==> src/design/bsc_pkg.sv <==
`default_nettype none
package bsc_pkg;
   localparam int CordicSteps = 16;
   localparam int Steps = (CordicSteps > 32) ? 32 : CordicSteps;
   localparam int CW = 52;

   typedef logic [CW-1:0] vec_type;

   typedef struct packed {
      logic           valid;
      logic           none;
      logic signed [CW-1:0] bu;
      logic signed [CW-1:0] bv;
      logic [31:0]    ba;
      logic           bz;
      logic signed [CW-1:0] hu;
      logic signed [CW-1:0] hv;
      logic [31:0]    ha;
      logic           hz;
   } stage_type;

   localparam logic [2:0] DIR_NONE   = 3'd0;
   localparam logic [2:0] DIR_AHEAD  = 3'd1;
   localparam logic [2:0] DIR_BEHIND = 3'd2;
   localparam logic [2:0] DIR_SIDE_A = 3'd3;
   localparam logic [2:0] DIR_SIDE_B = 3'd4;

   localparam logic signed [31:0] NoTargetLimit = -32'sd130678784;

   function automatic logic [31:0] atan_turn(input int i);
      logic [31:0] t [32];
      t = '{32'd536870912, 32'd316933406, 32'd167458907, 32'd85004756,
            32'd42667331, 32'd21354465, 32'd10680862, 32'd5340245,
            32'd2670163, 32'd1335087, 32'd667544, 32'd333772, 32'd166886,
            32'd83443, 32'd41722, 32'd20861, 32'd10430, 32'd5215, 32'd2608,
            32'd1304, 32'd652, 32'd326, 32'd163, 32'd81, 32'd41, 32'd20,
            32'd10, 32'd5, 32'd3, 32'd1, 32'd1, 32'd0};
      return t[i];
   endfunction
endpackage
`default_nettype wire

==> src/design/bsc_front.sv <==
`default_nettype none
// Two stages: differences and quaternion products, then scaling and prerotation.
module bsc_front (
   input  wire logic clock,
   input  wire logic reset,
   input  wire logic advance,
   input  wire logic in_valid,
   input  wire logic signed [31:0] target_x,
   input  wire logic signed [31:0] target_y,
   input  wire logic signed [31:0] target_height,
   input  wire logic signed [31:0] position_x,
   input  wire logic signed [31:0] position_y,
   input  wire logic signed [15:0] quat_x,
   input  wire logic signed [15:0] quat_y,
   input  wire logic signed [15:0] quat_z,
   input  wire logic signed [15:0] quat_w,
   output bsc_pkg::stage_type out
);
   logic v1_ff, none1_ff;
   logic signed [32:0] dx_ff, dy_ff;
   logic signed [31:0] yx_ff, zw_ff, yy_ff, ww_ff;
   bsc_pkg::stage_type st_ff, st_in;
   logic signed [33:0] num, den;
   logic signed [bsc_pkg::CW-1:0] bu, bv, hu, hv;

   always_ff @(posedge clock) begin
      if (reset) begin
         v1_ff <= 1'b0;
         st_ff.valid <= 1'b0;
      end else if (advance) begin
         v1_ff <= in_valid;
         st_ff.valid <= v1_ff;
      end
      if (advance) begin
         none1_ff <= (target_height <= bsc_pkg::NoTargetLimit);
         dx_ff <= 33'(target_x) - 33'(position_x);
         dy_ff <= 33'(target_y) - 33'(position_y);
         yx_ff <= quat_y * quat_x;
         zw_ff <= quat_z * quat_w;
         yy_ff <= quat_y * quat_y;
         ww_ff <= quat_w * quat_w;
         st_ff.none <= st_in.none;
         st_ff.bu <= st_in.bu;
         st_ff.bv <= st_in.bv;
         st_ff.ba <= st_in.ba;
         st_ff.bz <= st_in.bz;
         st_ff.hu <= st_in.hu;
         st_ff.hv <= st_in.hv;
         st_ff.ha <= st_in.ha;
         st_ff.hz <= st_in.hz;
      end
   end

   always_comb begin
      num = (34'(yx_ff) - 34'(zw_ff)) <<< 1;
      den = 34'sh10000000 - ((34'(yy_ff) + 34'(ww_ff)) <<< 1);
      bu = bsc_pkg::CW'(dx_ff) <<< 8;
      bv = bsc_pkg::CW'(dy_ff) <<< 8;
      hu = bsc_pkg::CW'(den) <<< 8;
      hv = bsc_pkg::CW'(num) <<< 8;
      st_in = '0;
      st_in.none = none1_ff;
      st_in.bz = (dx_ff == '0) && (dy_ff == '0);
      st_in.hz = (num == '0) && (den == '0);
      st_in.bu = bu[bsc_pkg::CW-1] ? -bu : bu;
      st_in.bv = bu[bsc_pkg::CW-1] ? -bv : bv;
      st_in.ba = bu[bsc_pkg::CW-1] ? 32'h80000000 : 32'h0;
      st_in.hu = hu[bsc_pkg::CW-1] ? -hu : hu;
      st_in.hv = hu[bsc_pkg::CW-1] ? -hv : hv;
      st_in.ha = hu[bsc_pkg::CW-1] ? 32'h80000000 : 32'h0;
   end

   assign out = st_ff;
endmodule
`default_nettype wire

==> config.mk <==
export PLATFORM = sky130hd
export DESIGN_NAME = bsc_front
export DESIGN_NICKNAME = d
export VERILOG_FILES = /design/src/design/bsc_pkg.sv /design/src/design/bsc_front.sv
export SDC_FILE = /design/constraint.sdc
export NUM_CORES = 2
export LEC_CHECK = 0
export ABC_AREA = 1
export BUFFER_PORTS_ARGS = -buffer_cell sky130_fd_sc_hd__buf_4
export CAP_MARGIN = 20
export CORE_ASPECT_RATIO = 0.9
export CORE_MARGIN = 5
export CORE_UTILIZATION = 40
export DETAILED_ROUTE_END_ITERATION = 10
export GPL_ROUTABILITY_DRIVEN = 0
export PLACE_DENSITY = 0.65
export RECOVER_POWER = 50
export SLEW_MARGIN = 20
export SYNTH_ARGS = -nofsm -noshare
export SYNTH_HDL_FRONTEND = slang
export SYNTH_SLANG_ARGS = --single-unit
==> constraint.sdc <==
create_clock -name clock -period 6.8 [get_ports clock]
set_input_delay 0.34 -clock clock [delete_from_list [all_inputs] [get_ports clock]]
set_output_delay 0.34 -clock clock [all_outputs]
set_load 0.005 [all_outputs]
# --- Yosys cells after proc, flatten, opt, wreduce, memory -nomap -nowiden ---
# Index checks and enable logic that the tools add are counted.
word_totals:
  register_bits: 472
  inputBits: 228
op_classes:
  order_cmp: 1
  n_reduce_logical: 6
  n_addsub: 9
  mux: 6
  mul: 4
op_table:
  columns: ["operator", "n"]
  rows:
  - ["16-bit by 16-bit multiplier with 32-bit output", 4]
  - ["52-bit two-way mux", 2]
  - ["41-bit negation with 52-bit output", 2]
  - ["42-bit negation with 52-bit output", 2]
  - ["32-bit by 32-bit subtractor with 33-bit output", 3]
  - ["34-bit zero test", 2]
  - ["33-bit zero test", 2]
  - ["32-bit two-way mux", 2]
  - ["41-bit two-way mux", 1]
  - ["40-bit two-way mux", 1]
  - ["30-bit by 34-bit subtractor with 34-bit output, first input constant", 1]
  - ["32-bit by 32-bit adder with 33-bit output", 1]
  - ["32-bit by 28-bit <= comparator with 1-bit output, second input constant", 1]
  - ["1-bit logical AND", 2]

# --- Logic depth before layout (Yosys ltp) ---
depth:
  word_depth: 4
  ltp_mapped: 29
  ltp_nobuf: 29

# --- Worst setup path before layout ---
# OpenSTA, ideal clock, no wires.
synth_path:
  kind: "input to register"
  start: "input port quat_z[5]"
  end: "register zw_ff[28] (data pin)"
  slack_ns: 0.696
  t_arrival_ns: 5.839
  stages: 24
  setup_ns: 0.265
  cell_sequence: "clkbuf_1 clkbuf_1 nand2_1 fa_1 inv_1 fa_1 inv_1 fa_1 inv_1 fa_1 fa_1 inv_1 fa_1 inv_1 ha_1 nand2_1 inv_1 a21oi_1 o21ai_0 a21boi_0 o21ai_0 a21boi_0 o21ai_0 xor2_1"
synth_between:
  elab_chain_cells: 1
synth_rtl:
  columns: ["element", "line_no", "source"]
  rows:
  - ["start: declaration", "bsc_front.sv:15", "input wire logic signed [15:0] quat_z,"]
  - ["16-bit by 16-bit multiplier with 32-bit output", "bsc_front.sv:39", "zw_ff <= quat_z * quat_w;"]
  - ["end signal: assignment", "bsc_front.sv:39", null]
  - ["end: declaration", "bsc_front.sv:21", "logic signed [31:0] yx_ff, zw_ff, yy_ff, ww_ff;"]
# Every way passes these cells.
# A chain may end at the register's enable or synchronous reset.

# --- Worst setup path in the final report ---
layout_path:
  start: "input port quat_w[0]"
  end: "register zw_ff[28] (data pin)"
layout_between:
  elab_chain_cells: 1
layout_rtl:
  columns: ["element", "line_no", "source"]
  rows:
  - ["start: declaration", "bsc_front.sv:16", "input wire logic signed [15:0] quat_w,"]
  - ["16-bit by 16-bit multiplier with 32-bit output", "bsc_front.sv:39", null]
# Every way passes these cells.

==> metrics.log <==
INFO  metric track_usage = 0.200
INFO  metric wire_length_of_the_first_global_routing_pass = 261,000 um
INFO  metric i_o_pin_count = 504
INFO  metric syn_to_final_growth = 10.2%
INFO  metric final.period_utilization = 0.911
INFO  metric clock_latency = between 0.6 and 0.7 ns
INFO  metric postSynthRegisterBits = 374
INFO  metric postLayoutSetupSlackWorst = 0.608 ns
INFO  metric worst_pin_slew = 4.77 ns
INFO  metric run_status = complete, but fails checks
INFO  metric postSynthAreaPerCell = 8.40 um^2
INFO  metric period_minus_slack = approximately 6.2 ns
INFO  metric cts_root_buffer = sky130_fd_sc_hd__clkbuf_16
INFO  metric drv.max_cap_violation_count = 4
INFO  metric worst-endpoint-required = 7.15 ns
INFO  metric rsz0062_at_grt = false
INFO  metric yosys-top-cells-area = sky130_fd_sc_hd__fa_1, sky130_fd_sc_hd__edfxtp_1, sky130_fd_sc_hd__inv_1
INFO  metric synth.cell_area = 0.0620 mm^2
INFO  metric initial_core_util = 0.401
INFO  metric dp_slack = approximately 0.23 ns
INFO  metric dominant_cell_type_by_area_after_synthesis = sky130_fd_sc_hd__fa_1
INFO  metric worstSetupEndpointType = flop
INFO  metric route.final.wire_length = 164,000 um
INFO  metric drtPass1Iterations = 6
INFO  metric via_count = roughly 47,000
INFO  metric fin_nets = ~9,400
INFO  metric critical-path-max-stage-delay = 1.24 ns
INFO  metric failed_checks = max-capacitance violations, max-slew violations
INFO  metric slew_viol_final = 201
INFO  metric worstSetupPathType = primary input to flop
INFO  metric cts_buffers = 46
INFO  metric worstSetupPathDepth = 19
INFO  metric worstRegToRegCells = 27
INFO  metric crit_path_cell_trace = buf_4 > clkbuf_1 > nand2_1 > inv_1 > ha_1 > inv_1 > fa_1 > inv_1 > fa_1 > inv_1 > fa_1 > inv_1 > ha_1 > a21oi_1 > o21a_1 > o21ai_0 > a21boi_0 > o21ai_0 > xor2_1
INFO  metric fin_setup_tns = 0 ns
INFO  metric chipHeight = 383 um
INFO  metric clk_pin_slew = roughly 0.06 ns
INFO  metric design.core.area = 0.154 mm^2
INFO  metric whs_path_depth = 2
INFO  metric synth-edff-count = 372
INFO  metric timing.max_slew.rel_slack = -2.18
INFO  metric vias_per_instance = roughly 4.8
INFO  metric grt_pass1_vias = 49,200
INFO  metric hold_path_class = primary input to flop
INFO  metric route.antenna.remaining_nets = 0
INFO  metric globalRoute.totalOverflow = 0
INFO  metric cts_sinks = 374
INFO  metric grt_start_max_net_pins = 114
INFO  metric worstPathArrival = 6.55 ns
INFO  metric synthCells = 7,384
INFO  metric synthDominantCellAreaShare = 0.321
INFO  metric die_x = 425 um
INFO  metric synthDistinctLibCells = 54
INFO  metric layout_commonest_cell = sky130_fd_sc_hd__inv_1
INFO  metric number_of_antenna_violations_at_the_first_check_in_global_routing = 8
INFO  metric timing.hold.ws = 0.0506 ns
INFO  metric layout_common_cells = sky130_fd_sc_hd__inv_1, sky130_fd_sc_hd__nand2_1, sky130_fd_sc_hd__fa_1
INFO  metric tritoncts = done
INFO  metric drt_iter0_drc = 3,150
INFO  metric average_wire_per_cell_in_the_routed_design = ~17 um
INFO  metric die_area = 0.163 mm^2
INFO  metric path_delay_family = adder cells
INFO  metric cts_max_level = 2
INFO  metric row_cnt = 137
INFO  metric achievable-frequency = about 0.16 GHz
INFO  metric place.port_buffers = 407
INFO  metric number_of_warning_messages_in_the_yosys_log = 0
INFO  metric yosys_most_used_dff = sky130_fd_sc_hd__edfxtp_1
INFO  metric cts_setup_buffers = 0
INFO  metric synth.yosys.seq_area_share = 0.181
INFO  metric remaining_drc_errors = 0
INFO  metric finalHoldViolations = 0
INFO  metric critical_path.slowest_cell = sky130_fd_sc_hd__clkbuf_1
INFO  metric fin_skew = 0.0436 ns
INFO  metric hpwlAfterDp = 138,000 um
INFO  metric critPathBufInv = 7
INFO  metric worst_path_most_repeated_cell = sky130_fd_sc_hd__inv_1
INFO  metric fraction_of_final_layout_cells_sized_beyond_drive_strength_1 = 0.0677
INFO  metric cts.path.max_buffers = 3
INFO  metric path_max_fanout = 21
INFO  metric report.final.setup_viol = 0
INFO  metric setup.worst_path.start_class = primary input
INFO  metric postSynth.asyncResetShare = 0
-- synthesized netlist by cell type, types with 5 or more instances --
master and n:
sky130_fd_sc_hd__xor2_1 236, sky130_fd_sc_hd__o21bai_1 22, sky130_fd_sc_hd__xnor2_1 131, sky130_fd_sc_hd__ha_1 481, sky130_fd_sc_hd__nand3_2 6, sky130_fd_sc_hd__o31ai_1 13
sky130_fd_sc_hd__buf_2 8, sky130_fd_sc_hd__nand3b_1 10, sky130_fd_sc_hd__nand3_1 145, sky130_fd_sc_hd__or2_2 14, sky130_fd_sc_hd__a21boi_0 29, sky130_fd_sc_hd__inv_1 2053
sky130_fd_sc_hd__a31oi_1 47, sky130_fd_sc_hd__o21ai_0 135, sky130_fd_sc_hd__o21ai_1 8, sky130_fd_sc_hd__nor2_2 10, sky130_fd_sc_hd__buf_4 99, sky130_fd_sc_hd__a21oi_1 285
sky130_fd_sc_hd__nand2_2 13, sky130_fd_sc_hd__and2_1 6, sky130_fd_sc_hd__nand4_1 44, sky130_fd_sc_hd__a21o_1 23, sky130_fd_sc_hd__a211oi_1 6, sky130_fd_sc_hd__nand2_1 1493
sky130_fd_sc_hd__nor3_1 51, sky130_fd_sc_hd__nor4_1 20, sky130_fd_sc_hd__fa_1 995, sky130_fd_sc_hd__nor2_1 385, sky130_fd_sc_hd__o21a_1 14, sky130_fd_sc_hd__clkbuf_1 181
sky130_fd_sc_hd__edfxtp_1 372, sky130_fd_sc_hd__o2111ai_1 5
-- sequential cells by signal (all words and copies together) (netlist names) --
name / flops
none1_ff: 1
zw_ff: 32
v1_ff: 1
dy_ff: 33
out: 180
yy_ff: 31
ww_ff: 31
yx_ff: 32
dx_ff: 33
-- worst paths after layout --
path | slack, ns | start | endpoint
max | 0.61 | quat_w[0] | zw_ff[28]$_DFFE_PP_
min | 0.05 | target_height[31] | none1_ff$_DFFE_PP_
max reg2reg | 2.44 | yy_ff[2]$_DFFE_PP_ | out[126]$_SDFFCE_PN0P_
min reg2reg | 0.42 | none1_ff$_DFFE_PP_ | out[274]$_DFFE_PP_
-- layout make-up --
| cell class | instances | area, um^2 |
|---|---|---|
| inverter | 2058 | 7720 |
| timing repair buffer | 451 | 3180 |
| antenna | 5 | 12.5 |
| tap | 2085 | 2610 |
| multi-input combinational | 4776 | 42000 |
| sequential | 374 | 11200 |
| fill | 15100 | 86100 |
| clock inverter | 30 | 344 |
| clock buffer | 55 | 1220 |
-- layer usage --
layer  up-vias  share of wire  global-route usage
li1      22400              -                   -
met5         -        0.00025                   0
met4         6          0.033              0.0592
met2      1476           0.49               0.346
met3       264          0.062              0.0242
met1     23200           0.42               0.264
-- through the flow --
stage / instances / util / area [um^2]
after floorplan: 7500 / - / 62400
after global placement: 9742 / 0.434 / 67000
after detailed placement: 9742 / 0.434 / 67000
after CTS: 9829 / 0.444 / 68600
after global routing: 9833 / 0.442 / 68300
final: 9834 / 0.442 / 68300
-- logic make-up (layout without fill, tap and decap cells) --
kind of cell,after synthesis,in the layout,share of synthesized area
AO/OA/AOI/OAI,609,609,0.0561
XOR/XNOR,368,368,0.0523
buffers and inverters,2350,2594,0.148
AND/OR/NAND/NOR,2206,2206,0.144
flip-flops,374,374,0.181
adder cells (fa/ha/maj),1476,1476,0.418
other,1,122,0.0000605
-- what timing repair did --
item | in CTS | in global routing
endpoints found under the hold margin | 2 | 0
endpoints found under the setup margin | 0 | 0
hold buffers | 2 | 0
gates resized for setup | 0 | 0
Power is left out: the tool's default activity adds up to more than one toggle a clock period on the data nets, which glitch-free logic cannot reach.
